[config.mk]
export PLATFORM = sky130hd
export DESIGN_NAME = lzft_queue
export DESIGN_NICKNAME = d
export VERILOG_FILES = /design/src/hw/rtl/lzft_pkg.sv /design/src/hw/rtl/lzft_queue.sv
export SDC_FILE = /design/constraint.sdc
export NUM_CORES = 1
export LEC_CHECK = 0
export BUFFER_PORTS_ARGS = -buffer_cell sky130_fd_sc_hd__buf_4
export CAP_MARGIN = 20
export CORE_MARGIN = 3
export CORE_UTILIZATION = 52
export CTS_CLUSTER_DIAMETER = 60
export DETAILED_ROUTE_END_ITERATION = 6
export PLACE_DENSITY = 0.79
export SETUP_SLACK_MARGIN = 0.02
export SLEW_MARGIN = 30
export SYNTH_ARGS = -nofsm -noshare
export SYNTH_HDL_FRONTEND = slang
export SYNTH_SLANG_ARGS = --single-unit
[constraint.sdc]
create_clock -name clk_i -period 2.7 [get_ports clk_i]
set_input_delay 0.405 -clock clk_i [delete_from_list [all_inputs] [get_ports clk_i]]
set_output_delay 0.405 -clock clk_i [all_outputs]
set_load 0.02 [all_outputs]
[src/hw/rtl/lzft_pkg.sv]
// Shared types and constants for the LZ77 flag-token stream decoder.
// No dependencies; imported by every module of the block.
`default_nettype none

package lzft_pkg;

  // Default sizes handed to the top level.
  localparam int unsigned DEF_WINDOW_DEPTH = 4096;
  localparam int unsigned DEF_MAX_COPY     = 63;

  // Command fields are sized for the widest legal configuration.
  localparam int unsigned OFF_W = 17;
  localparam int unsigned LEN_W = 6;

  // Depth of the command queue between parser and executor.
  localparam int unsigned QUEUE_DEPTH = 2;

  // Parser phases.
  typedef enum logic [2:0] {
    PH_HDR0 = 3'd0,
    PH_HDR1 = 3'd1,
    PH_FLAG = 3'd2,
    PH_LIT  = 3'd3,
    PH_OFF  = 3'd4,
    PH_LEN  = 3'd5,
    PH_NEXT = 3'd6
  } phase_e;

  // Result status codes.
  typedef enum logic [2:0] {
    ST_DATA    = 3'd0,
    ST_BAD_HDR = 3'd1,
    ST_OFF_OUT = 3'd2,
    ST_OFF_WIN = 3'd3,
    ST_LEN_BIG = 3'd4,
    ST_TRUNC   = 3'd5
  } status_e;

  // Kinds of work the parser hands to the executor.
  typedef enum logic [1:0] {
    CMD_LIT  = 2'd0,
    CMD_COPY = 2'd1,
    CMD_ERR  = 2'd2
  } cmd_kind_e;

  typedef struct packed {
    cmd_kind_e         kind;
    logic [7:0]        data;
    status_e           status;
    logic [OFF_W-1:0]  off;
    logic [LEN_W-1:0]  len;
  } cmd_t;

endpackage

`default_nettype wire

[src/hw/rtl/lzft_queue.sv]
// Short command queue that decouples the parser from the executor.
// Depends on lzft_pkg for the command type and depth.
`default_nettype none

module lzft_queue import lzft_pkg::*; (
  input  wire logic clk_i,
  input  wire logic rst_ni,
  input  wire logic push_i,
  input  wire cmd_t cmd_i,
  input  wire logic pop_i,
  output cmd_t      cmd_o,
  output logic      empty_o,
  output logic      full_o
);

  localparam int unsigned PtrW = (QUEUE_DEPTH > 1) ? $clog2(QUEUE_DEPTH) : 1;
  localparam int unsigned CntW = $clog2(QUEUE_DEPTH + 1);

  cmd_t            ent_q [QUEUE_DEPTH];
  logic [PtrW-1:0] wr_ptr_q, wr_ptr_d;
  logic [PtrW-1:0] rd_ptr_q, rd_ptr_d;
  logic [CntW-1:0] cnt_q, cnt_d;

  assign empty_o = (cnt_q == '0);
  assign full_o  = (cnt_q == CntW'(QUEUE_DEPTH));
  assign cmd_o   = ent_q[rd_ptr_q];

  // Pointer and fill-count update with wrap at the queue depth.
  always_comb begin
    wr_ptr_d = wr_ptr_q;
    rd_ptr_d = rd_ptr_q;
    cnt_d    = cnt_q;
    if (push_i) begin
      wr_ptr_d = (wr_ptr_q == PtrW'(QUEUE_DEPTH - 1)) ? '0 : wr_ptr_q + 1'b1;
    end
    if (pop_i) begin
      rd_ptr_d = (rd_ptr_q == PtrW'(QUEUE_DEPTH - 1)) ? '0 : rd_ptr_q + 1'b1;
    end
    if (push_i && !pop_i) begin
      cnt_d = cnt_q + 1'b1;
    end else if (pop_i && !push_i) begin
      cnt_d = cnt_q - 1'b1;
    end
  end

  always_ff @(posedge clk_i or negedge rst_ni) begin
    if (!rst_ni) begin
      wr_ptr_q <= '0;
      rd_ptr_q <= '0;
      cnt_q    <= '0;
    end else begin
      wr_ptr_q <= wr_ptr_d;
      rd_ptr_q <= rd_ptr_d;
      cnt_q    <= cnt_d;
    end
  end

  // Entry storage.
  always_ff @(posedge clk_i) begin
    if (push_i) begin
      ent_q[wr_ptr_q] <= cmd_i;
    end
  end

endmodule

`default_nettype wire

# Word-level counts from Yosys, hierarchy flattened

Memories as Yosys holds them, arrays and structs flattened.
Index checks and enable logic that the tools add are counted.

Flip-flop bits (word level): 4
Memories kept: 1
Output and inout bits: 38
Bits in writable memories: 72
Logic and storage cells: 21
Input port bits: 40

Memories:

| memory | depth | bits a word | read ports | clocked after memory_dff | wr ports | RTL line         | RTL |
|---|---|---|---|---|---|---|---|
| ent_q  | 2     | 36          | 1          | 0                        | 1        | lzft_queue.sv:19 | `cmd_t ent_q [QUEUE_DEPTH];` |

Reduce and logical (&&, ||, !) cells: 6
Mux-type cells: 6
Eq/ne operators: 1
Add/sub/neg operators: 4

Operator list:

| kind                                                               | number |
|---|---|
| 1-bit two-way mux                                                  | 4 |
| 2-bit two-way mux                                                  | 2 |
| 1-bit adder, second input constant                                 | 2 |
| 2-bit by 1-bit adder with 2-bit output, second input constant      | 1 |
| 2-bit == test, second input constant                               | 1 |
| 1-bit logical AND                                                  | 2 |
| 1-bit zero test                                                    | 2 |
| 2-bit zero test                                                    | 1 |
| 2-bit nonzero test                                                 | 1 |
| 2-bit by 1-bit subtractor with 2-bit output, second input constant | 1 |

# Depth between registers and ports, before layout

Depth after elaboration: 4
Depth in mapped cells: 5
Depth with buffers taken out: 5

# Worst setup path after synthesis

Ideal clock, no wire load.

Kind: input to register
Start point: input port push_i
End point: memory ent_q[0][0] (netlist bit) (enable)
Path buffers: 0
Arrival time: 2023 ps
Slack: 243 ps
Data required time: 2266 ps
Setup time: 434 ps
Cell stages on the path: 1
Path through: nor2b_1

Word-level cells in the longest chain between the ends: 2

RTL lines:

| element                                 | RTL line         | RTL |
|---|---|---|
| start, declared                         | lzft_queue.sv:8  | `input wire logic push_i,` |
| 1-bit two-way mux                       | lzft_queue.sv:60 | `if (push_i) begin` |
| 1-bit two-way mux (not written as such) | lzft_queue.sv:61 | `ent_q[wr_ptr_q] <= cmd_i;` |
| end, declared                           | lzft_queue.sv:19 |  |

Every way passes these cells.

==> impl_metrics.csv <==
group,metric,value,unit
setup_path,crit_fanout,25,
setup_path,r2r_cells,1,
setup_path,crit_family,"flip-flops",
detailed_routing,via_count,1418,
clock_network,cts_buffer_depth,2,
floorplanning,coreArea,0.005270,mm2
setup_path,crit_buf_inv,2,
detailed_routing,ant_nets,0,
setup_path,crit_required,2.30,ns
synthesis,synth.top_cell.area_share,73.69,%
detailed_routing,finalWirelength,4841,um
clock_network,cts_buffers,9,
synthesis,ys_types,13,
timing,tns,0,ns
finish,layout-drive-gt1-share,60.45,%
floorplanning,initial_core_util,55.67,%
clock_network,post-cts-setup-buffers,0,
global_route,grt_usage,16.00,%
clock_network,cts_resized,0,
synthesis,synth_area,0.002934,mm2
placed_design,preCtsSetupSlack,0.8761,ns
clock_network,cts_sinks,76,
global_route,grt_pass1_wl,7541,um
detailed_routing,dr.pass1.iters,4,
min_path,min_from,"cmd_i[15]",
timing,setup_slack,0.5285,ns
placed_design,port_buffers,77,
finish,fin_cells,290,
pwr,ir_worst_vdd,0.6894,mV
timing,slew_headroom,42.67,%
setup_path,crit_arrival,1.77,ns
synthesis,yosysSeqAreaShare,77.10,%
finish,diodes,0,
timing,finalSetupViolCount,0,
timing,final_min_period_over_clock_period,80.43,%
setup_path,reg2reg_to,"ent_q[1][12]",
placed_design,dpl_cell_area,0.003566,mm2
setup_path,crit-reg2reg-launch,"wr_ptr_q",
min_path,hold_depth,1,
min_path,holdCritPathClass,"in2reg",
setup_path,crit_chain,"buf_12 > mux2_2 > buf_4",
timing,slew_violations,0,
synthesis,synthTopCellsByArea,"edfxtp_1, mux2_4, dfrtp_1",
setup_path,rrSetupSlack,1.15,ns
pwr,powerDensity,1086,mW/mm2
synthesis,synth_seq_cells,76,
placed_design,dp_cells,273,
setup_path,cp_slowest_cell,"dfrtp_2",
timing,rsz0062_at_grt,"false",
floorplanning,rows,26,
global_route,antenna_found_initial,0,
global_route,grt-ovfl-total,0,
setup_path,slowest_delay,0.64,ns
detailed_routing,post_drt_via_cell_ratio,4.890,
global_route,grt_max_degree,37,
clock_network,cts_tree,"done",
pwr,p_leak,1.543,nW
floorplanning,die_w,81.12,um
detailed_routing,wl_per_cell,16.69,um
finish,fin_nets,256,
synthesis,yosysTopAreaCell,"edfxtp_1",
status,status,"finished clean",
synthesis,syn_inst,128,
clock_network,clock_latency,0.34,ns
timing,fmax,460.5,MHz
detailed_routing,drtIter0Drc,54,
timing,finClkSkew,0.005226,ns
setup_path,criticalPathCategory,"reg2out",
floorplanning,dieArea,0.006580,mm2
synthesis,synth_area_per_cell,22.92,um2
setup_path,critPathLaunchType,"flip-flop",
timing,tightestPinTransition,0.8599,ns
min_path,hold_path_end,"ent_q[0][15]",
clock_network,cts_root_buf,"clkbuf_8",
floorplanning,ioPinCount,78,
synthesis,ys_warn_count,0,
placed_design,dp_hpwl,3321,um
clock_network,clkTransAtPathRegs,0.08,ns
finish,syn2layout_area_growth,29.94,%
clock_network,holdBufCountCts,1,
timing,fin_crit,2.172,ns
detailed_routing,drc,0,
clock_network,htreeDepth,3,
job,cap_violations,0,
setup_path,end_kind,"output pin",
floorplanning,die_h,81.12,um
timing,hold_violations,0,
global_route,grt_pass1_vias,1592,
finish,design_area,0.003812,mm2
placed_design,place.gp.congestion,0.6353,
synthesis,syn_nets,169,
[area by class of cell]
type                    instances  area [um2]
clock buffers                  13       168.9
clock inverters                 3       67.56
fillers                       347        1458
inverters                       1       3.754
multi-input cells              47       605.6
flip-flops and latches         76        2263
well taps                      70       87.58
repair buffers                 80       615.6
[how the worst max path moves through the flow]
stage	startpoint	to	slack [ns]	cells after the start
2_1_floorplan	push_i	ent_q[0][0]	0.24	1
3_3_place_gp	rd_ptr_q	cmd_o[15]	0.91	3
3_5_place_dp	rd_ptr_q	cmd_o[35]	0.88	3
4_1_cts	rd_ptr_q	cmd_o[35]	0.51	3
5_1_grt	rd_ptr_q	cmd_o[22]	0.44	3
6_report	rd_ptr_q	cmd_o[23]	0.53	3
[power breakdown]
group	internal [mW]	switching (mW)	total, mW
Sequential	1.57	0.133	1.71
Clock	0.597	0.374	0.971
Combinational	0.750	0.714	1.46
[synthesized netlist by cell type]
cell type,count
mux2_2,7
ha_1,1
nor2_1,2
and2_1,1
mux2_4,29
buf_12,3
dfrtp_1,4
xnor2_1,1
nor2b_1,2
inv_1,1
buf_6,1
edfxtp_1,72
xor2_1,4
[layout by cell type (no fill, tap or decap), drive strengths merged]
cell type / netlist / layout
inv: 1 / 1
mux2: 36 / 36
nor2: 2 / 2
nor2b: 2 / 2
bufinv: 0 / 2
edfxtp: 72 / 72
ha: 1 / 1
and2: 1 / 1
buf: 4 / 79
clkbuf: 0 / 13
clkinvlp: 0 / 1
xnor2: 1 / 1
dlygate4sd3: 0 / 1
xor2: 4 / 4
dfrtp: 4 / 4
[layer usage]
layer  vias to the layer above  share of wire, %  track usage, %
li1                        668                 -               -
met1                       690                40           18.45
met2                        52                52           27.75
met3                         8               6.1           4.989
met4                         0               1.4           6.419
met5                         -                 0               0
[cell families (layout without fill, tap and decap cells)]
logic type | count (synthesis) | after routing | synth area share [%]
flops | 76 | 76 | 77.10
mux | 36 | 36 | 17.53
xor+xnor | 5 | 5 | 1.492
simple gates | 5 | 5 | 0.8957
buf+inv | 5 | 97 | 2.559
fa+ha+maj | 1 | 1 | 0.4264
[stage by stage]
stage / utilization (%) / hold WS (ns) / power [mW]
after detailed placement: 67.66 / 0.2049 / 3.214
final: 72.34 / 0.2475 / 4.141
after global placement: 67.66 / 0.2049 / 3.168
after global routing: 72.34 / 0.2289 / 4.335
after floorplan: - / 0.1094 / 2.748
after CTS: 72.34 / 0.2334 / 4.191
[sequential cells by signal, indices dropped and copies added (netlist names)]
register / count
cnt_q: 2
wr_ptr_q: 1
ent_q: 72
rd_ptr_q: 1
(Power assumes the default switching activity.)
