[src/hw/rtl/lzft_pkg.sv]
// Shared types and constants for the LZ77 flag-token stream decoder.
// No dependencies; imported by every module of the block.
`default_nettype none

package lzft_pkg;

  // Default sizes handed to the top level.
  localparam int unsigned DEF_WINDOW_DEPTH = 4096;
  localparam int unsigned DEF_MAX_COPY     = 63;

  // Command fields are sized for the widest legal configuration.
  localparam int unsigned OFF_W = 17;
  localparam int unsigned LEN_W = 6;

  // Depth of the command queue between parser and executor.
  localparam int unsigned QUEUE_DEPTH = 2;

  // Parser phases.
  typedef enum logic [2:0] {
    PH_HDR0 = 3'd0,
    PH_HDR1 = 3'd1,
    PH_FLAG = 3'd2,
    PH_LIT  = 3'd3,
    PH_OFF  = 3'd4,
    PH_LEN  = 3'd5,
    PH_NEXT = 3'd6
  } phase_e;

  // Result status codes.
  typedef enum logic [2:0] {
    ST_DATA    = 3'd0,
    ST_BAD_HDR = 3'd1,
    ST_OFF_OUT = 3'd2,
    ST_OFF_WIN = 3'd3,
    ST_LEN_BIG = 3'd4,
    ST_TRUNC   = 3'd5
  } status_e;

  // Kinds of work the parser hands to the executor.
  typedef enum logic [1:0] {
    CMD_LIT  = 2'd0,
    CMD_COPY = 2'd1,
    CMD_ERR  = 2'd2
  } cmd_kind_e;

  typedef struct packed {
    cmd_kind_e         kind;
    logic [7:0]        data;
    status_e           status;
    logic [OFF_W-1:0]  off;
    logic [LEN_W-1:0]  len;
  } cmd_t;

endpackage

`default_nettype wire

[src/hw/rtl/lzft_front.sv]
// Stream parser: header, flag bytes and token fields, with all match checks.
// Depends on lzft_pkg; pushes one command per result-producing beat.
`default_nettype none

module lzft_front import lzft_pkg::*; #(
  parameter int unsigned WINDOW_DEPTH = DEF_WINDOW_DEPTH,
  parameter int unsigned MAX_COPY     = DEF_MAX_COPY
) (
  input  wire logic       clk_i,
  input  wire logic       rst_ni,
  input  wire logic       in_valid_i,
  output logic            in_ready_o,
  input  wire logic [7:0] in_byte_i,
  input  wire logic       end_of_stream_i,
  input  wire logic       full_i,
  output logic            push_o,
  output cmd_t            cmd_o
);

  phase_e      phase_q, phase_d;
  logic [2:0]  lw_q, lw_d;
  logic        lw_bad_q, lw_bad_d;
  logic [2:0]  ow_q, ow_d;
  logic [7:0]  flag_q, flag_d;
  logic [2:0]  tok_q, tok_d;
  logic [1:0]  fbc_q, fbc_d;
  logic [31:0] off_acc_q, off_acc_d;
  logic [31:0] len_acc_q, len_acc_d;
  logic [31:0] prod_q, prod_d;
  logic        halted_q, halted_d;

  logic        accept;
  logic        hdr1_bad;
  logic        off_zero, off_out, off_win, len_big;
  logic        tok_last;
  logic [2:0]  tok_inc;
  phase_e      tok_phase;
  logic        fbc_done_off, fbc_done_len;
  logic [32:0] sum_lit, sum_copy;
  logic [31:0] prod_lit, prod_copy;

  assign in_ready_o = !full_i;
  assign accept     = in_valid_i && in_ready_o;

  // Classification of the current byte and token.
  assign hdr1_bad = lw_bad_q || (in_byte_i == 8'd0) || (in_byte_i > 8'd4);
  assign off_zero = (off_acc_q == 32'd0);
  assign off_out  = (off_acc_q > prod_q);
  assign off_win  = (off_acc_q > 32'(WINDOW_DEPTH));
  assign len_big  = (len_acc_q > 32'(MAX_COPY));

  // Token sequencing within a flag group.
  assign tok_last  = (tok_q == 3'd7);
  assign tok_inc   = tok_q + 3'd1;
  assign tok_phase = flag_q[tok_inc] ? PH_LIT : PH_OFF;

  assign fbc_done_off = (({1'b0, fbc_q} + 3'd1) >= ow_q);
  assign fbc_done_len = (({1'b0, fbc_q} + 3'd1) >= lw_q);

  // Saturating count of bytes produced in this stream.
  assign sum_lit   = {1'b0, prod_q} + 33'd1;
  assign sum_copy  = {1'b0, prod_q} + 33'(len_acc_q[LEN_W-1:0]) + 33'd1;
  assign prod_lit  = sum_lit[32] ? 32'hFFFF_FFFF : sum_lit[31:0];
  assign prod_copy = sum_copy[32] ? 32'hFFFF_FFFF : sum_copy[31:0];

  // Next state.
  always_comb begin
    phase_d   = phase_q;
    lw_d      = lw_q;
    lw_bad_d  = lw_bad_q;
    ow_d      = ow_q;
    flag_d    = flag_q;
    tok_d     = tok_q;
    fbc_d     = fbc_q;
    off_acc_d = off_acc_q;
    len_acc_d = len_acc_q;
    prod_d    = prod_q;
    halted_d  = halted_q;
    if (accept && !halted_q) begin
      case (phase_q)
        PH_HDR0: begin
          lw_d     = in_byte_i[2:0];
          lw_bad_d = (in_byte_i == 8'd0) || (in_byte_i > 8'd4);
          phase_d  = PH_HDR1;
          if (end_of_stream_i) begin
            halted_d = 1'b1;
          end
        end
        PH_HDR1: begin
          if (hdr1_bad) begin
            halted_d = 1'b1;
          end else begin
            ow_d    = in_byte_i[2:0];
            phase_d = PH_FLAG;
          end
        end
        PH_FLAG: begin
          flag_d    = in_byte_i;
          tok_d     = 3'd0;
          fbc_d     = 2'd0;
          off_acc_d = 32'd0;
          len_acc_d = 32'd0;
          phase_d   = in_byte_i[0] ? PH_LIT : PH_OFF;
        end
        PH_LIT: begin
          prod_d    = prod_lit;
          tok_d     = tok_inc;
          fbc_d     = 2'd0;
          off_acc_d = 32'd0;
          len_acc_d = 32'd0;
          phase_d   = tok_last ? PH_FLAG : tok_phase;
        end
        PH_OFF: begin
          off_acc_d[8*fbc_q +: 8] = in_byte_i;
          if (fbc_done_off) begin
            fbc_d   = 2'd0;
            phase_d = PH_LEN;
          end else begin
            fbc_d = fbc_q + 2'd1;
          end
        end
        PH_LEN: begin
          len_acc_d[8*fbc_q +: 8] = in_byte_i;
          if (fbc_done_len) begin
            fbc_d   = 2'd0;
            phase_d = PH_NEXT;
          end else begin
            fbc_d = fbc_q + 2'd1;
          end
        end
        PH_NEXT: begin
          if (off_zero) begin
            tok_d     = 3'd0;
            fbc_d     = 2'd0;
            len_acc_d = 32'd0;
            phase_d   = PH_FLAG;
          end else if (off_out || off_win || len_big) begin
            halted_d = 1'b1;
          end else begin
            prod_d    = prod_copy;
            tok_d     = tok_inc;
            fbc_d     = 2'd0;
            off_acc_d = 32'd0;
            len_acc_d = 32'd0;
            phase_d   = tok_last ? PH_FLAG : tok_phase;
          end
        end
        default: begin
          phase_d = PH_HDR0;
        end
      endcase
    end
    // The final beat of a stream returns the parser to its reset state.
    if (accept && end_of_stream_i) begin
      phase_d   = PH_HDR0;
      lw_d      = 3'd0;
      lw_bad_d  = 1'b0;
      ow_d      = 3'd0;
      flag_d    = 8'd0;
      tok_d     = 3'd0;
      fbc_d     = 2'd0;
      off_acc_d = 32'd0;
      len_acc_d = 32'd0;
      prod_d    = 32'd0;
      halted_d  = 1'b0;
    end
  end

  // Command generation.
  always_comb begin
    push_o        = 1'b0;
    cmd_o.kind    = CMD_LIT;
    cmd_o.data    = in_byte_i;
    cmd_o.status  = ST_DATA;
    cmd_o.off     = off_acc_q[OFF_W-1:0];
    cmd_o.len     = len_acc_q[LEN_W-1:0];
    if (accept && !halted_q) begin
      case (phase_q)
        PH_HDR0: begin
          if (end_of_stream_i) begin
            push_o       = 1'b1;
            cmd_o.kind   = CMD_ERR;
            cmd_o.status = ST_TRUNC;
          end
        end
        PH_HDR1: begin
          if (hdr1_bad) begin
            push_o       = 1'b1;
            cmd_o.kind   = CMD_ERR;
            cmd_o.status = ST_BAD_HDR;
          end
        end
        PH_LIT: begin
          push_o = 1'b1;
        end
        PH_NEXT: begin
          if (off_zero) begin
            push_o = 1'b0;
          end else if (off_out) begin
            push_o       = 1'b1;
            cmd_o.kind   = CMD_ERR;
            cmd_o.status = ST_OFF_OUT;
          end else if (off_win) begin
            push_o       = 1'b1;
            cmd_o.kind   = CMD_ERR;
            cmd_o.status = ST_OFF_WIN;
          end else if (len_big) begin
            push_o       = 1'b1;
            cmd_o.kind   = CMD_ERR;
            cmd_o.status = ST_LEN_BIG;
          end else begin
            push_o     = 1'b1;
            cmd_o.kind = CMD_COPY;
          end
        end
        default: begin
          push_o = 1'b0;
        end
      endcase
    end
  end

  // Parser registers.
  always_ff @(posedge clk_i or negedge rst_ni) begin
    if (!rst_ni) begin
      phase_q   <= PH_HDR0;
      lw_q      <= 3'd0;
      lw_bad_q  <= 1'b0;
      ow_q      <= 3'd0;
      flag_q    <= 8'd0;
      tok_q     <= 3'd0;
      fbc_q     <= 2'd0;
      off_acc_q <= 32'd0;
      len_acc_q <= 32'd0;
      prod_q    <= 32'd0;
      halted_q  <= 1'b0;
    end else begin
      phase_q   <= phase_d;
      lw_q      <= lw_d;
      lw_bad_q  <= lw_bad_d;
      ow_q      <= ow_d;
      flag_q    <= flag_d;
      tok_q     <= tok_d;
      fbc_q     <= fbc_d;
      off_acc_q <= off_acc_d;
      len_acc_q <= len_acc_d;
      prod_q    <= prod_d;
      halted_q  <= halted_d;
    end
  end

endmodule

`default_nettype wire

[config.mk]
export PLATFORM = sky130hd
export DESIGN_NAME = lzft_front
export DESIGN_NICKNAME = d
export VERILOG_FILES = /design/src/hw/rtl/lzft_pkg.sv /design/src/hw/rtl/lzft_front.sv
export SDC_FILE = /design/constraint.sdc
export NUM_CORES = 1
export LEC_CHECK = 0
export ABC_CLOCK_PERIOD_IN_PS = 10500
export BUFFER_PORTS_ARGS = -buffer_cell sky130_fd_sc_hd__buf_2
export CELL_PAD_IN_SITES_DETAIL_PLACEMENT = 2
export CELL_PAD_IN_SITES_GLOBAL_PLACEMENT = 2
export CORE_MARGIN = 2
export CORE_UTILIZATION = 25
export CTS_CLUSTER_DIAMETER = 150
export DETAILED_ROUTE_END_ITERATION = 16
export PLACE_DENSITY_LB_ADDON = 0.1
export SYNTH_ARGS = -nofsm -noshare
export SYNTH_HDL_FRONTEND = slang
export SYNTH_SLANG_ARGS = --single-unit
[constraint.sdc]
create_clock -name clk_i -period 10.5 [get_ports clk_i]
set_clock_uncertainty 0.15 [all_clocks]
set_input_delay 3.15 -clock clk_i [delete_from_list [all_inputs] [get_ports clk_i]]
set_output_delay 3.15 -clock clk_i [all_outputs]
set_load 0.05 [all_outputs]
# Yosys cells after proc, flatten, opt, wreduce, memory -nomap -nowiden
# Index checks and enable logic that the tools add are counted.
[classes]
addsub = 7
mul = 0
div = 0
n_lt_le_gt_ge = 7
eq_ne = 17
n_shift = 2
n_mux = 84
n_bitwise = 0
reduce_logical = 34
[ops]
columns = ["op", "n"]
rows = [
  ["$mux 32", 13],
  ["$pmux 32 s3", 2],
  ["$mux 3", 27],
  ["$bwmux 32", 2],
  ["$pmux 32 s2", 1],
  ["$neg 5->34", 1],
  ["$shift 8x34->32 const A", 1],
  ["$shiftx 8x34->32", 1],
  ["$add 32x1->33 const B", 1],
  ["$add 32x6->33", 1],
  ["$add 33x1->33 const B", 1],
  ["$gt 32x13->1 const B", 1],
  ["$gt 32x32->1", 1],
  ["$gt 32x6->1 const B", 1],
  ["$logic_not 32->1", 1],
  ["$mux 2", 13],
  ["$mux 8", 3],
  ["$ne 3x3->1 const B", 8],
  ["$pmux 3 s7", 1],
  ["$pmux 3 s3", 2],
  ["$reduce_bool 4->1", 4],
  ["$mux 1", 15],
  ["$eq 3x3->1 const B", 4],
  ["$reduce_and 3->1", 4],
  ["28 further kinds", 42],
]
[word_totals]
ff_bits = 120
latch_bits = 0
ram_bits = 0
mem_bits_ro = 0
input_bits = 13
out_inout_bits = 38
word_cells = 162
memories = 0

# Depth between registers and ports, before layout
# Gate-level depths: netlist of run 1.
[logic_depth]
depth_word = 10
mapped_depth = 13
ltp_nobuf = 12

# Worst setup path before layout of run 1
# Ideal clock, no wire load.
[synth_timing]
kind = "input to output"
from = "input port full_i"
to = "output port cmd_o[34] (netlist bit)"
t_arrival_ns = 5.432
required_ns = 7.200
setup_slack_ns = 1.768
cell_stages = 3
path_buffers = 0
cell_sequence = "inv_1 > nand3_1 > nor4_1"
[synth_lines]
columns = ["item", "line", "source"]
rows = [
  ["start, declared", "lzft_front.sv:15", "input wire logic full_i,"],
  ["end, declared", "lzft_front.sv:17", "output cmd_t cmd_o"],
]

==> results of run 1 <==
[cells in the final DEF, fill, tap and decap left out, types with 9 or more instances in the layout]
cell / instances
dfrtp_1: 120
nand3_1: 89
nand2_1: 127
inv_1: 53
buf_2: 49
buf_4: 9
mux2i_1: 49
nor3_1: 17
nor2_1: 80
a21oi_1: 58
clkbuf_16: 17
o21ai_0: 48
ha_1: 51
nand4_1: 25
and3_1: 11
nor4_1: 21
[cell type report]
class / instances / area (µm²)
inverter: 53 / 199
multi-input combinational: 716 / 4570
timing repair buffer: 59 / 324
fill: 3680 / 23100
tap: 442 / 553
sequential: 120 / 3000
clock inverter: 14 / 140
clock buffer: 18 / 429
[worst max-delay path by stage]
stage	depth (start not counted)	start	slack, ps	end
6_report	7	in_byte_i[6]	2150	cmd_o[35]
5_1_grt	7	in_byte_i[6]	2050	cmd_o[35]
4_1_cts	7	in_byte_i[6]	2150	cmd_o[35]
3_3_place_gp	7	in_byte_i[6]	2160	cmd_o[35]
3_5_place_dp	7	in_byte_i[6]	2160	cmd_o[35]
2_1_floorplan	3	full_i	1770	cmd_o[34]
[stage by stage]
stage | setup WS [ps] | power, mW | util [%] | instance area [µm²]
2_1_floorplan | 1770 | 0.821 | - | 8150
3_3_place_gp | 2160 | 0.955 | 26.8 | 8650
3_5_place_dp | 2160 | 0.956 | 26.8 | 8650
4_1_cts | 2150 | 1.56 | 28.5 | 9220
5_1_grt | 2050 | 1.63 | 28.5 | 9220
6_report | 2150 | 1.53 | 28.5 | 9220
[registers in the layout, summed over array words and instances, names as in the netlist]
signal	cells
prod_q	32
off_acc_q	32
tok_q	3
phase_q	3
fbc_q	2
len_acc_q	32
flag_q	8
halted_q	1
lw_bad_q	1
lw_q	3
ow_q	3
[critical path, cell delays in order]
cell,delay (ps)
buf_2,180
or4_1,570
nor4_1,510
nand2_1,120
o211ai_1,150
a21oi_1,120
buf_2,230
[logic make-up (layout without fill, tap and decap cells)]
family	count (synthesis)	count (layout)
xor gates and xnor gates	7	7
buffers and inverters	125	144
AOI/OAI and AO/OA	199	199
muxes	51	51
and+or+nand+nor	407	407
DFF	120	120
adders and majority gates	52	52
[layer usage]
layer | track usage (%) | vias up | wire length (µm)
li1 | - | 3447 | -
met1 | 26.0 | 3697 | 14900
met2 | 33.1 | 58 | 15600
met3 | 2.87 | 13 | 775
met4 | 3.97 | 0 | 310
met5 | 0 | - | 0
[power groups by stage]
stage	logic, mW	clock network [mW]	registers (mW)
floorplan	0.293	0	0.528
global placement	0.403	0	0.552
detailed placement	0.406	0	0.551
CTS	0.409	0.610	0.542
global route	0.449	0.627	0.550
finish	0.402	0.590	0.542
==> metrics.md, run 1 <==
| Metric | Value |
|---|---|
| Worst EP arrival | `5050 ps` |
| Routed Antenna Nets | `0` |
| Slew headroom | `27.9%` |
| Drt initial violations | `314` |
| CP max FO | `11` |
| DRC violations left | `0` |
| Post-synth net total | `1,026` |
| Count leader, synth | `nand2_1` |
| Endpoint, Worst Hold | `prod_q[29]` |
| Outcome | `complete, no violations` |
| FFs w/ async S/R, synth | `100%` |
| Yosys warns | `0` |
| Cell count of the worst reg-to-reg path | `12` |
| Top area cells in the synthesized netlist | `dfrtp_1 37%, ha_1 7.8%, mux2i_1 6.0%` |
| Router iterations before antenna repair | `4` |
| Core Footprint | `32,300 µm²` |
| CTS clk-pin slew, worst paths | `70 ps` |
| FF-to-FF End | `prod_q[25]` |
| Vias per inst | `5.07` |
| Max rail drop VDD | `113 µV` |
| Leakage power | `4.17 nW` |
| Synth top area share | `36.8%` |
| Fin Setup TNS | `0 ps` |
| Maximum clock path buffer count | `2` |
| Post-Synth Adder-Cell Area | `8.07%` |
| Cell area after synthesis | `8150 µm²` |
| Startpoint Class | `input port` |
| WS Path Type | `input port to primary output` |
| Setup violations, final | `0` |
| Hold path start | `prod_q[29]` |
| Setup slack, reg-to-reg | `6420 ps` |
| Largest net degree at the start of global routing | `81` |
| Switching Fraction | `38.1%` |
| Max frequency | `0.120 GHz` |
| Min-Delay Path Depth | `1` |
| Hold Slack | `362 ps` |
| Total gr overflow | `0` |
| Initial antenna violation count | `0` |
| Resize count post-CTS | `0` |
| Seq/Total Area, Yosys | `36.8%` |
| Sequential power share | `35.3%` |
| R2r startpoint | `prod_q[0]` |
| Post-CTS setup buffers | `0` |
| Initial Util | `25.2%` |
| WL final | `31,600 µm` |
| Clk_lat worst skew | `440 ps` |
| Post-synth EDFFs | `0` |
| Fin cells | `1,422` |
| Synth Area in Simple Gates | `23.9%` |
| Routed WL per cell | `22.2 µm` |
| RSZ-0062 raised after global routing | `false` |
| Multiplexer share of the synthesized area | `6.57%` |
| Fin. Hold Viols | `0` |
| Worst hold path type | `flop to flop` |
| Post-DP HPWL | `23,200 µm` |
| Ant diodes | `0` |
| Area growth syn-to-layout | `13.1%` |
| Syn Area/Cell | `8.48 µm²` |
| Die area | `34,100 µm²` |
| Die H | `185 µm` |
| Clk pwr share | `38.5%` |
| Internal | `0.950 mW` |
| Seq cells post-synth | `120` |
| Vias in the first global route | `7,691` |
| Post-cts hold buffer count | `0` |
| Largest family of logic cells by synthesized area | `simple AND/OR/NAND/NOR gates` |
| Layout cells sized above 1 | `12.3%` |
| Commonest cells in the netlist | `127 x nand2_1, 120 x dfrtp_1, 90 x nand3_1, 81 x nor2_1, 59 x a21oi_1` |
| Clock root buffer | `clkbuf_16` |
| Max-slew violations | `0` |
| GRT Total Usage | `19.4%` |
| TritonCTS buffer count | `17` |
| First-pass GRT wire length | `49,300 µm` |
| DR vias | `7,215` |
| Post-synthesis cell type count | `67` |
| XOR/XNOR share of the synthesized area | `0.752%` |
| Cells after Synth | `961` |
| Cell row count | `66` |
| Final min period | `8350 ps` |
| Ys flop type | `dfrtp_1` |
| Die X | `185 µm` |
| Largest area contributor in the netlist | `dfrtp_1` |
| Final worst path period share | `79.5%` |
| Worst-Margin Slew | `1080 ps` |
| Io pins | `51` |
| Pwr Density | `167 nW/µm²` |
| Net Sw Power | `0.585 mW` |
| Crit path required time | `7200 ps` |
| CTS tree | `yes` |
| Clock Sinks | `120` |
| IO buf count | `50` |
| Max_cap viols | `0` |
| Dpl cells | `1,390` |
| Comb pwr share | `26.2%` |
| Type of destination of the critical path | `primary output` |
| Layout Nets | `1,032` |
| Compound-Gate Fraction of Synth Area | `16.5%` |
| H-tree Lvls | `4` |
| RePlAce Congestion | `0.814` |
Power figures use the tool's default switching activity.
==> inputs of run 2 (changes only) <==
--- a/config.mk
+++ b/config.mk
@@ -5,7 +5,7 @@
 export SDC_FILE = /design/constraint.sdc
 export NUM_CORES = 1
 export LEC_CHECK = 0
-export ABC_CLOCK_PERIOD_IN_PS = 10500
+export ABC_CLOCK_PERIOD_IN_PS = 8550
 export BUFFER_PORTS_ARGS = -buffer_cell sky130_fd_sc_hd__buf_2
 export CELL_PAD_IN_SITES_DETAIL_PLACEMENT = 2
 export CELL_PAD_IN_SITES_GLOBAL_PLACEMENT = 2
==> constraint.sdc (replaced) <==
create_clock -name clk_i -period 8.55 [get_ports clk_i]
set_clock_uncertainty 0.15 [all_clocks]
set_input_delay 2.565 -clock clk_i [delete_from_list [all_inputs] [get_ports clk_i]]
set_output_delay 2.565 -clock clk_i [all_outputs]
set_load 0.05 [all_outputs]
==> metrics.md, run 2 (synthesized netlist as in run 1, its figures left out) <==
| Metric | Value |
|---|---|
| Layout cells sized above 1 | `12.5%` |
| WL final | `31,700 µm` |
| CP max FO | `11` |
| Clock Sinks | `120` |
| Die area | `34,100 µm²` |
| DRC violations left | `0` |
| Routed WL per cell | `22.3 µm` |
| Metal-1 WL | `15,000 µm` |
| Initial antenna violation count | `0` |
| Post-CTS setup buffers | `0` |
| Overall Power | `1.96 mW` |
| Max incr delay on CP | `590 ps` |
| Comb pwr share | `25.3%` |
| CTS tree | `yes` |
| Pwr Density | `211 nW/µm²` |
| WP buf/inv | `2` |
| Vias in the first global route | `7,702` |
| Cell count of the worst reg-to-reg path | `12` |
| Critical Path End | `cmd_o[35]` |
| Setup slack, reg-to-reg | `4550 ps` |
| Worst EP arrival | `4460 ps` |
| Area growth syn-to-layout | `13.9%` |
| Worst path cell trace | `buf_2 -> or4_1 -> nor4_1 -> nand2_1 -> o211ai_1 -> a21oi_1 -> buf_2` |
| Top Metal Used | `met4` |
| Crit path required time | `5840 ps` |
| Layout Nets | `1,033` |
| Vias per inst | `5.13` |
| WS Path Type | `input port to primary output` |
| Leakage power | `4.21 nW` |
| Clk_lat worst skew | `440 ps` |
| Core Footprint | `32,300 µm²` |
| Drt initial violations | `271` |
| Slowest CP cell | `or4_1` |
| Slew headroom | `28.6%` |
| Final min period | `7170 ps` |
| Switching Fraction | `37.0%` |
| Dpl cells | `1,391` |
| Die H | `185 µm` |
| Startpoint Class | `input port` |
| Routed Antenna Nets | `0` |
| Largest net degree at the start of global routing | `81` |
| Max_cap viols | `0` |
| Internal | `1.24 mW` |
| Max-slew violations | `0` |
| Commonest non-fill, non-tap cell in the layout | `nand2_1` |
| Maximum clock path buffer count | `2` |
| Commonest non-fill, non-tap cells in the layout | `127 x nand2_1, 120 x dfrtp_1, 89 x nand3_1` |
| Type of destination of the critical path | `primary output` |
| H-tree Lvls | `4` |
| Post-layout instance area | `9280 µm²` |
| Routed wl met2 | `15,900 µm` |
| Max frequency | `0.139 GHz` |
| GRT Total Usage | `19.5%` |
| CTS clk-pin slew, worst paths | `70 ps` |
| Clock root buffer | `clkbuf_16` |
| Fin cells | `1,423` |
| Crit. path cell count | `7` |
| DR vias | `7,305` |
| Fin. Hold Viols | `0` |
| Resize count post-CTS | `0` |
| Max rail drop VDD | `145 µV` |
| R2r startpoint | `prod_q[0]` |
| Post-cts hold buffer count | `0` |
| Router iterations before antenna repair | `4` |
| CP dominant cell by count | `buf_2` |
| Critical path launch point | `in_byte_i[6]` |
| Io pins | `51` |
| Placed Instance Area | `8660 µm²` |
| Total gr overflow | `0` |
| Clk pwr share | `40.7%` |
| Net Sw Power | `0.726 mW` |
| Outcome | `complete, no violations` |
| Critical path's top delay family | `simple AND/OR/NAND/NOR gates` |
| Die X | `185 µm` |
| Worst hold path type | `flop to flop` |
| First-pass GRT wire length | `49,600 µm` |
| WL met3 | `575 µm` |
| RePlAce Congestion | `0.805` |
| IO buf count | `50` |
| FF-to-FF End | `prod_q[25]` |
| Post-DP HPWL | `23,300 µm` |
| Ant diodes | `0` |
| Worst-Margin Slew | `1070 ps` |
| TritonCTS buffer count | `17` |
| Initial Util | `25.2%` |
| Largest registers | `len_acc_q (32), off_acc_q (32), prod_q (32)` |
| Cell row count | `66` |
| RSZ-0062 raised after global routing | `false` |
| Fin Setup TNS | `0 ps` |
| Sequential power share | `34.1%` |
| Final worst path period share | `83.9%` |
| Setup violations, final | `0` |
## run 2: cell count changes in the layout (fill, tap and decap cells not counted)
cell	previous run	this run
bufinv_16	1	3
clkinv_4	2	1
inv_6	4	5
clkinvlp_4	4	2
clkbuf_1	1	0
clkbuf_8	0	1
buf_4	9	10
## run 2: how the worst min path moves through the flow
stage,start,to,depth (start not counted)
after floorplan,prod_q[29],prod_q[29],1
after global placement,prod_q[29],prod_q[29],1
after detailed placement,prod_q[29],prod_q[29],1
after CTS,prod_q[29],prod_q[29],1
after global routing,prod_q[29],prod_q[29],1
final,prod_q[29],prod_q[29],1
## run 2: layout make-up
| cell class | instances | area [µm²] |
|---|---|---|
| Sequential cell | 120 | 3000 |
| Clock buffer | 18 | 439 |
| Tap cell | 442 | 553 |
| Timing Repair Buffer | 60 | 332 |
| Inverter | 53 | 199 |
| Fill cell | 3666 | 23000 |
| Multi-Input combinational cell | 716 | 4570 |
| Clock inverter | 14 | 185 |
## run 2: metrics by stage
| step | hold WS (ps) | utilization (%) | setup WS (ps) |
|---|---|---|---|
| after floorplan | 303 | - | 988 |
| after global placement | 350 | 26.8 | 1410 |
| after detailed placement | 354 | 26.8 | 1400 |
| after CTS | 364 | 28.7 | 1390 |
| after global routing | 380 | 28.7 | 1210 |
| final | 361 | 28.7 | 1380 |
## run 2: routing by layer
metal	up-vias	track usage [%]
met2	52	34.0
met3	18	2.37
met1	3782	26.0
li1	3453	-
met5	-	0
met4	0	3.74
## run 2: power groups by stage
| stage | logic [mW] | registers, mW | clock network, mW |
|---|---|---|---|
| 2_1_floorplan | 0.360 | 0.648 | 0 |
| 3_3_place_gp | 0.496 | 0.679 | 0 |
| 3_5_place_dp | 0.505 | 0.678 | 0 |
| 4_1_cts | 0.506 | 0.667 | 0.818 |
| 5_1_grt | 0.558 | 0.675 | 0.842 |
| 6_report | 0.496 | 0.668 | 0.798 |
==> inputs of run 3 (changes only) <==
--- a/config.mk
+++ b/config.mk
@@ -5,7 +5,7 @@
 export SDC_FILE = /design/constraint.sdc
 export NUM_CORES = 1
 export LEC_CHECK = 0
-export ABC_CLOCK_PERIOD_IN_PS = 8550
+export ABC_CLOCK_PERIOD_IN_PS = 6380
 export BUFFER_PORTS_ARGS = -buffer_cell sky130_fd_sc_hd__buf_2
 export CELL_PAD_IN_SITES_DETAIL_PLACEMENT = 2
 export CELL_PAD_IN_SITES_GLOBAL_PLACEMENT = 2
==> constraint.sdc (replaced) <==
create_clock -name clk_i -period 6.38 [get_ports clk_i]
set_clock_uncertainty 0.15 [all_clocks]
set_input_delay 1.914 -clock clk_i [delete_from_list [all_inputs] [get_ports clk_i]]
set_output_delay 1.914 -clock clk_i [all_outputs]
set_load 0.05 [all_outputs]
==> metrics.md, run 3 (synthesized netlist as in run 1, its figures left out) <==
| Metric | Value |
|---|---|
| Outcome | `complete, no violations` |
| Min-Delay Path Depth | `2` |
| Sequential power share | `35.6%` |
| Total gr overflow | `0` |
| Die area | `34,100 µm²` |
| Largest registers | `len_acc_q (32), off_acc_q (32), prod_q (32)` |
| Initial Util | `25.2%` |
| Fillcell total | `3,677` |
| GRT Total Usage | `19.8%` |
| Worst EP arrival | `3790 ps` |
| Max frequency | `0.171 GHz` |
| Net Sw Power | `0.981 mW` |
| Worst hold path type | `flop to flop` |
| Startpoint Class | `input port` |
| Metal-1 WL | `15,500 µm` |
| Final min period | `5850 ps` |
| Final Core Density | `28.8%` |
| Post-Place Worst Slack | `531 ps` |
| IO buf count | `50` |
| First-pass GRT wire length | `49,800 µm` |
| Clock Sinks | `120` |
| Comb pwr share | `24.7%` |
| Pwr Density | `278 nW/µm²` |
| Commonest non-fill, non-tap cells in the layout | `127 x nand2_1, 120 x dfrtp_1, 89 x nand3_1` |
| Resize count post-CTS | `0` |
| Commonest non-fill, non-tap cell in the layout | `nand2_1` |
| Cell row count | `66` |
| Setup violations, final | `0` |
| Hold path start | `lw_q[1]` |
| Routed WL per cell | `22.4 µm` |
| Vias in the first global route | `7,688` |
| Type of destination of the critical path | `primary output` |
| R2r startpoint | `prod_q[0]` |
| Slew headroom | `21.2%` |
| Layout Nets | `1,039` |
| RSZ-0062 raised after global routing | `false` |
| Initial antenna violation count | `0` |
| DRC violations left | `0` |
| Internal | `1.60 mW` |
| WL met3 | `531 µm` |
| Post-CTS setup buffers | `0` |
| TritonCTS buffer count | `17` |
| Worst-Margin Slew | `1180 ps` |
| CTS tree | `yes` |
| Largest net degree at the start of global routing | `93` |
| Die X | `185 µm` |
| Crit path required time | `4320 ps` |
| Post-cts hold buffer count | `0` |
| Clk_lat worst skew | `450 ps` |
| Clk pwr share | `39.7%` |
| Leakage power | `4.23 nW` |
| Area growth syn-to-layout | `14.1%` |
| Ant diodes | `0` |
| Core Footprint | `32,300 µm²` |
| Dpl cells | `1,397` |
| Fin Setup TNS | `0 ps` |
| Max rail drop VDD | `200 µV` |
| Top Metal Used | `met4` |
| Post-layout instance area | `9300 µm²` |
| WS Path Type | `input port to primary output` |
| Final worst setup slack | `530 ps` |
| Endpoint, Worst Hold | `lw_q[1]` |
| Cell count of the worst reg-to-reg path | `12` |
| Vias per inst | `5.09` |
| Router iterations before antenna repair | `4` |
| DR vias | `7,275` |
| Switching Fraction | `38.0%` |
| Maximum clock path buffer count | `2` |
| H-tree Lvls | `4` |
| Hold Slack | `380 ps` |
| Io pins | `51` |
| Die H | `185 µm` |
| Drt initial violations | `315` |
| CP max FO | `3` |
| Clock root buffer | `clkbuf_16` |
| CTS clk-pin slew, worst paths | `70 ps` |
| RePlAce Congestion | `0.778` |
| Max-slew violations | `0` |
| Routed wl met2 | `15,600 µm` |
| Final worst path period share | `91.7%` |
| Overall Power | `2.58 mW` |
| WL final | `32,000 µm` |
| Layout cells sized above 1 | `13.2%` |
| Max_cap viols | `0` |
| Placed Instance Area | `8710 µm²` |
| FF-to-FF End | `prod_q[25]` |
| Routed Antenna Nets | `0` |
| Setup slack, reg-to-reg | `2100 ps` |
| Fin. Hold Viols | `0` |
| Post-DP HPWL | `22,800 µm` |
| Fin cells | `1,429` |
[run 3: cell types whose count changed in the layout (fill, tap and decap cells not counted), sizes merged]
cell / previous run / this run
buf: 60 / 66
clkinv: 2 / 5
clkbuf: 18 / 17
bufinv: 3 / 2
inv: 60 / 59
[run 3: worst max-delay path: stages]
cell and delay, ps:
buf_2 100, or4_1 660, nor4_1 460, nand2_1 110, o211ai_1 180, a21oi_1 130, buf_2 230
[run 3: layout make-up]
cell class	count	area (µm²)	share of cell area [%]
multi-input combinational	716	4580	49.2
timing repair buffer	66	377	4.05
clock inverter	15	165	1.78
tap	442	553	5.95
clock buffer	17	425	4.58
inverter	53	199	2.14
sequential	120	3000	32.3
[run 3: worst max-delay path by stage]
stage                     slack [ps]          from   endpoint  cells after the start
after detailed placement         530  in_byte_i[6]  cmd_o[35]                      7
after CTS                        530  in_byte_i[6]  cmd_o[35]                      7
after global routing             430  in_byte_i[6]  cmd_o[35]                      7
final                            530  in_byte_i[6]  cmd_o[35]                      7
after floorplan                  120        full_i  cmd_o[34]                      3
after global placement           530  in_byte_i[6]  cmd_o[35]                      7
[run 3: power groups by stage]
stage          logic, mW  registers [mW]  clock network, mW
6_report           0.638           0.920               1.03
2_1_floorplan      0.482           0.868                  0
3_3_place_gp       0.639           0.932                  0
5_1_grt            0.719           0.932               1.09
4_1_cts            0.650           0.919               1.06
3_5_place_dp       0.647           0.933                  0
[run 3: routing by layer]
metal / vias up / track usage (%)
met3: 14 / 2.77
met5: - / 0
li1: 3472 / -
met2: 54 / 33.3
met4: 0 / 4.45
met1: 3735 / 26.8
